### src/rtl/lag_pkg.sv
package lag_pkg;

    localparam int MAX_QUERY_DEF = 64;
    localparam int MAX_REF_DEF   = 64;

    localparam logic [1:0] MODE_LOAD_Q = 2'd0;
    localparam logic [1:0] MODE_LOAD_R = 2'd1;
    localparam logic [1:0] MODE_RUN    = 2'd2;
    localparam logic [1:0] MODE_READ   = 2'd3;

    localparam logic [1:0] KIND_SUMMARY = 2'd0;
    localparam logic [1:0] KIND_RUN     = 2'd1;
    localparam logic [1:0] KIND_NONE    = 2'd2;

    localparam logic [1:0] OP_M = 2'd0;
    localparam logic [1:0] OP_I = 2'd1;
    localparam logic [1:0] OP_D = 2'd2;

    localparam logic [1:0] CFG_MATCH    = 2'd0;
    localparam logic [1:0] CFG_MISMATCH = 2'd1;
    localparam logic [1:0] CFG_GAP_OPEN = 2'd2;
    localparam logic [1:0] CFG_GAP_EXT  = 2'd3;

    typedef enum logic [3:0] {
        DP_NOP,
        DP_LOAD_Q,
        DP_LOAD_R,
        DP_RUN_INIT,
        DP_ROW_PRE,
        DP_CELL,
        DP_TB_INIT,
        DP_TB_RD1,
        DP_TB_RD2,
        DP_TB_DEC,
        DP_SUMMARY,
        DP_OUT_NONE,
        DP_RR_ADDR,
        DP_RR_FIRST,
        DP_RR_CMP,
        DP_RR_OUT
    } t_dp_op;

    typedef struct packed {
        logic empty;
        logic row_end;
        logic last_row;
        logic tb_stop;
        logic h_zero;
        logic no_run;
        logic k_zero;
        logic op_diff;
    } t_dp_status;

endpackage

### src/rtl/lag_ctrl.sv
module lag_ctrl import lag_pkg::*; (
    input  logic       i_clk,
    input  logic       i_rst_n,
    input  logic       i_start,
    input  logic [1:0] i_mode,
    input  t_dp_status i_status,
    output logic       o_busy,
    output t_dp_op     o_op
);

    typedef enum logic [3:0] {
        S_IDLE,
        S_ROW_PRE,
        S_CELL,
        S_TB_INIT,
        S_TB_RD1,
        S_TB_RD2,
        S_TB_DEC,
        S_SUMMARY,
        S_RR_FIRST,
        S_RR_CMP,
        S_RR_OUT
    } t_state;

    t_state r_state, n_state;

    always_comb begin
        n_state = r_state;
        o_op    = DP_NOP;
        unique case (r_state)
            S_IDLE: begin
                if (i_start) begin
                    unique case (i_mode)
                        MODE_LOAD_Q: o_op = DP_LOAD_Q;
                        MODE_LOAD_R: o_op = DP_LOAD_R;
                        MODE_RUN: begin
                            o_op    = DP_RUN_INIT;
                            n_state = S_ROW_PRE;
                        end
                        MODE_READ: begin
                            if (i_status.no_run) begin
                                o_op = DP_OUT_NONE;
                            end else begin
                                o_op    = DP_RR_ADDR;
                                n_state = S_RR_FIRST;
                            end
                        end
                    endcase
                end
            end
            S_ROW_PRE: begin
                if (i_status.empty) begin
                    o_op    = DP_TB_INIT;
                    n_state = S_TB_RD1;
                end else begin
                    o_op    = DP_ROW_PRE;
                    n_state = S_CELL;
                end
            end
            S_CELL: begin
                o_op = DP_CELL;
                if (i_status.row_end) begin
                    n_state = i_status.last_row ? S_TB_INIT : S_ROW_PRE;
                end
            end
            S_TB_INIT: begin
                o_op    = DP_TB_INIT;
                n_state = S_TB_RD1;
            end
            S_TB_RD1: begin
                if (i_status.tb_stop) begin
                    n_state = S_SUMMARY;
                end else begin
                    o_op    = DP_TB_RD1;
                    n_state = S_TB_RD2;
                end
            end
            S_TB_RD2: begin
                if (i_status.h_zero) begin
                    n_state = S_SUMMARY;
                end else begin
                    o_op    = DP_TB_RD2;
                    n_state = S_TB_DEC;
                end
            end
            S_TB_DEC: begin
                o_op    = DP_TB_DEC;
                n_state = S_TB_RD1;
            end
            S_SUMMARY: begin
                o_op    = DP_SUMMARY;
                n_state = S_IDLE;
            end
            S_RR_FIRST: begin
                o_op    = DP_RR_FIRST;
                n_state = i_status.k_zero ? S_RR_OUT : S_RR_CMP;
            end
            S_RR_CMP: begin
                o_op = DP_RR_CMP;
                if (i_status.op_diff || i_status.k_zero) begin
                    n_state = S_RR_OUT;
                end
            end
            S_RR_OUT: begin
                o_op    = DP_RR_OUT;
                n_state = S_IDLE;
            end
            default: n_state = S_IDLE;
        endcase
    end

    always_ff @(posedge i_clk) begin
        if (!i_rst_n) begin
            r_state <= S_IDLE;
        end else begin
            r_state <= n_state;
        end
    end

    assign o_busy = (r_state != S_IDLE);

endmodule

### config.mk
export PLATFORM = sky130hd
export DESIGN_NAME = lag_ctrl
export DESIGN_NICKNAME = d
export VERILOG_FILES = /design/src/rtl/lag_pkg.sv /design/src/rtl/lag_ctrl.sv
export SDC_FILE = /design/constraint.sdc
export NUM_CORES = 1
export LEC_CHECK = 0
export BUFFER_PORTS_ARGS = -buffer_cell sky130_fd_sc_hd__buf_2
export CAP_MARGIN = 10
export CORE_MARGIN = 2
export CORE_UTILIZATION = 30
export DETAILED_ROUTE_END_ITERATION = 7
export PLACE_DENSITY = 0.61
export REMOVE_ABC_BUFFERS = 1
export SYNTH_ARGS = -nofsm -noshare
export SYNTH_HDL_FRONTEND = slang
export SYNTH_SLANG_ARGS = --single-unit
### constraint.sdc
create_clock -name i_clk -period 4.4 [get_ports i_clk]
set_clock_uncertainty 0.05 [all_clocks]
set_input_delay 0.22 -clock i_clk [delete_from_list [all_inputs] [get_ports i_clk]]
set_output_delay 0.22 -clock i_clk [all_outputs]
set_load 0.02 [all_outputs]
==> impl.org <==
** Outcome
- Outcome :: finished clean

** Clock tree
- Clock insertion delay at the later pin of the skew report :: 0.24 ns
- In this run, CTS created clock tree buffers numbering 3.
- The tree built by TritonCTS fans out to 4 sinks.
- In this run the post-CTS setup repair buffer count came out at 0.
- TritonCTS built the clock tree.
- Clock tree synthesis selected as its root buffer the cell clkbuf_4.
- Clock buffer depth :: 2
- Clock transition at the registers of the reported paths :: 0.04 ns
- In this run the number of H-tree levels came out at 1.
- Post-CTS resize count :: 0
- After clock tree synthesis, the flow added hold-fix buffers numbering 0.

** Cells and area
- In the final layout, the share of cells above drive strength 1 is 0.307.
- The finished cells cover 589 sq um.
- Register containing the most flip-flops in the final layout :: r_state
- Measured on the finished design, the core utilization comes to 0.387.
- Number of flip-flops in the largest register :: 4
- Total number of nets in the final design :: 103
- Final instance count without filler cells :: 104
- Area growth from synthesis to layout :: 19.2%
- In the final layout, the registers with the most flip-flops are r_state (4).
- The repair_antennas step left the layout with diodes totalling 0.

** Drt
- After detailed routing, no signal wire sits above met4.
- Once detail routing completed, the nets flagged for antenna violations numbered 0.
- After detailed routing, the wire length on met1 is 719 microns.
- Wire segments on met3 add up to 58 microns in the final route.
- Routed wire length on met2 :: 555 microns
- Before antenna repair, the detailed router went through 5 iterations.
- After detailed routing, the average wire length per cell comes to 13.0 microns.
- For this run, design rule violations remaining after detail routing come to 0.
- Number of vias per cell after detailed routing :: 5.76
- Wires add up to 1350 microns.
- The first routing iteration left 19 violations.
- Summing over every cut layer, the via total after detailed routing is 599.

** Timing
- Setup repair after global routing left no endpoint under its margin.
- In this run the tightest slew margin relative to its limit is 0.610.
- Worst hold slack :: 0.148 ns
- For the pin with the worst max-slew slack, the measured transition is 0.584 ns.
- Timing would allow up to 0.482 GHz.
- Final max-slew violation count :: 0
- Setup slack on the critical path of the routed design comes to 2.33 ns.
- The number of failing hold endpoints at the final stage came to 0.
- Setup violations remaining at the end of the flow were counted as 0.
- Subtracting the final worst setup slack from the clock period gives 2.07 ns.
- Dividing the final minimum period by the clock period gives 0.471.
- For the final routed database, the setup TNS stands at 0 ns.

** GRT
- After global routing the overflow that remains totals 0.
- Largest net degree at the start of global routing :: 21
- Overall track demand over capacity in global routing :: 0.151
- The first global-routing pass estimated 2280 microns of wire.
- Via count of the first global-routing pass :: 504
- The number of antenna violations at the first check in global routing came to 0.

** Power
- Maximum resistive drop on vdd :: 0.126 mV
- In this run the static leakage power is 0.232 nW.
- Post-layout total power :: 243 uW
- Power spread over the standard cell area amounts to 412 mW/mm^2.

** Placed design
- Before CTS, the worst setup slack after placement is 2.56 ns.
- Hpwl dp :: 1010 microns
- DP Area :: 567 sq um
- Input and output buffers added on the ports amount to 17.
- Number of cells in the design after placement :: 101
- Routability congestion estimate from global placement :: 0.841

** Critical path
- Nature of the critical path endpoint :: output pin
- STA classifies the critical path startpoint as a register.
- STA puts the critical path data arrival time at 1.80 ns.
- Required @ worst endpoint :: 4.13 ns
- Critical setup path kind :: reg -> out
- Of all nets on the critical path, the largest fanout is 20.

** Yosys
- For this run, the register share of the synthesized area comes to 0.162.
- Flip-flop and latch count after synthesis :: 4
- During synthesis, Yosys emitted a total of 0 warnings.
- Synthesis handed over a netlist of 74 instances.
- Dividing the synthesized area by the synthesized cell count gives 6.68 sq um.
- Post-synthesis instance area :: 494 sq um
- Synthesis instantiated 33 different standard cells from the library.

** Flow run
- Across the run, the number of max-cap violations was 0.

** Die
- In this run the vertical extent of the chip is 44.6 microns.
- Die outline width :: 44.6 microns
- The floorplan step defined a die boundary enclosing 0.00199 sq mm.
- Initial core utilization :: 0.324
- Area inside the core boundary :: 0.00152 sq mm
- # IOs :: 18
- After floorplanning, the core was divided into 14 placement rows.

** Worst hold path
- Worst hold path class :: in -> reg
==> synthesized netlist by cell type <==
master    number  area [sq um]
o211ai_1       3          22.5
a21boi_1       1          7.51
o221ai_1       1          8.76
o21ai_1        1          5.00
nand3_1        4          20.0
mux2_2         1          11.3
and4b_1        1          10.0
or4_1          1          7.51
o32a_1         1          10.0
o21ai_0        8          40.0
or2_4          1          8.76
a31o_2         1          8.76
or2_2          1          6.26
nand2b_1       1          6.26
o311ai_0       1          8.76
a32o_1         1          10.0
or4_4          1          11.3
o22a_1         1          8.76
inv_1          2          7.51
dfxtp_1        4          80.1
a31oi_1        3          18.8
o32ai_1        1          8.76
buf_2          2          10.0
clkbuf_1       3          11.3
nand2_1       12          45.0
or3_1          1          6.26
nor4_2         1          12.5
or2_1          1          6.26
buf_6          1          11.3
and3_1         1          6.26
nor2_1         7          26.3
a21oi_1        4          20.0
o31ai_2        1          12.5
==> path summary, 6_finish.rpt <==
kind | depth (start not counted) | slack, ns | endpoint | start
worst max-delay path | 5 | 2.33 | o_op[2] | r_state[2]$_SDFFE_PN0P_
worst min register to register | 2 | 0.64 | r_state[1]$_SDFFE_PN0P_ | r_state[1]$_SDFFE_PN0P_
worst min-delay path | 2 | 0.15 | r_state[1]$_SDFFE_PN0P_ | i_status[6]
worst max register to register | 4 | 2.53 | r_state[3]$_SDFFE_PN0P_ | r_state[2]$_SDFFE_PN0P_
==> power by group <==
| group | internal [mW] | switching (mW) |
|---|---|---|
| registers | 0.0421 | 0.0228 |
| clock network | 0.0308 | 0.0185 |
| logic | 0.0564 | 0.0722 |
| total | 0.129 | 0.113 |
==> cells in the final DEF, fill, tap and decap left out <==
master,instances
a21boi_1,1
a21oi_1,4
a31o_2,1
a31oi_1,3
a32o_1,1
and3_1,1
and4b_1,1
buf_2,17
clkbuf_4,3
dfxtp_1,4
inv_1,2
mux2_2,1
nand2_1,12
nand2b_1,1
nand3_1,4
nor2_1,7
nor4_2,1
o211ai_1,3
o21ai_0,8
o21ai_1,1
o221ai_1,1
o22a_1,1
o311ai_0,1
o31ai_2,1
o32a_1,1
o32ai_1,1
or2_1,1
or2_2,1
or2_4,1
or3_1,1
or4_1,1
or4_4,1
==> layer usage <==
| layer | global-route usage | vias to the layer above |
|---|---|---|
| li1 | - | 310 |
| met1 | 0.230 | 273 |
| met2 | 0.200 | 14 |
| met3 | 0.0204 | 2 |
| met4 | 0.0788 | 0 |
| met5 | 0 | - |
==> worst max-delay path, stage by stage, from the launching register on <==
cell,delay [ns]
dfxtp_1,0.67
nor2_1,0.20
and3_1,0.26
nand3_1,0.11
o221ai_1,0.12
buf_2,0.19
==> final cells by class <==
type	instances	area (sq um)
Clock buffer	3	22.5
Fill cell	178	935
Inverter	2	7.51
Multi-Input combinational cell	62	374
Sequential cell	4	80.1
Tap cell	16	20.0
Timing Repair Buffer	17	85.1
==> cells by family (layout without fill, tap and decap cells) <==
family,Yosys count,after routing,share of synthesized area
flip-flops,4,4,0.162
buffers and inverters,8,22,0.0810
AND/OR/NAND/NOR,33,33,0.349
multiplexers,1,1,0.0228
AO/OA/AOI/OAI,28,28,0.385
No activity file was read; power rests on OpenSTA's default activity.
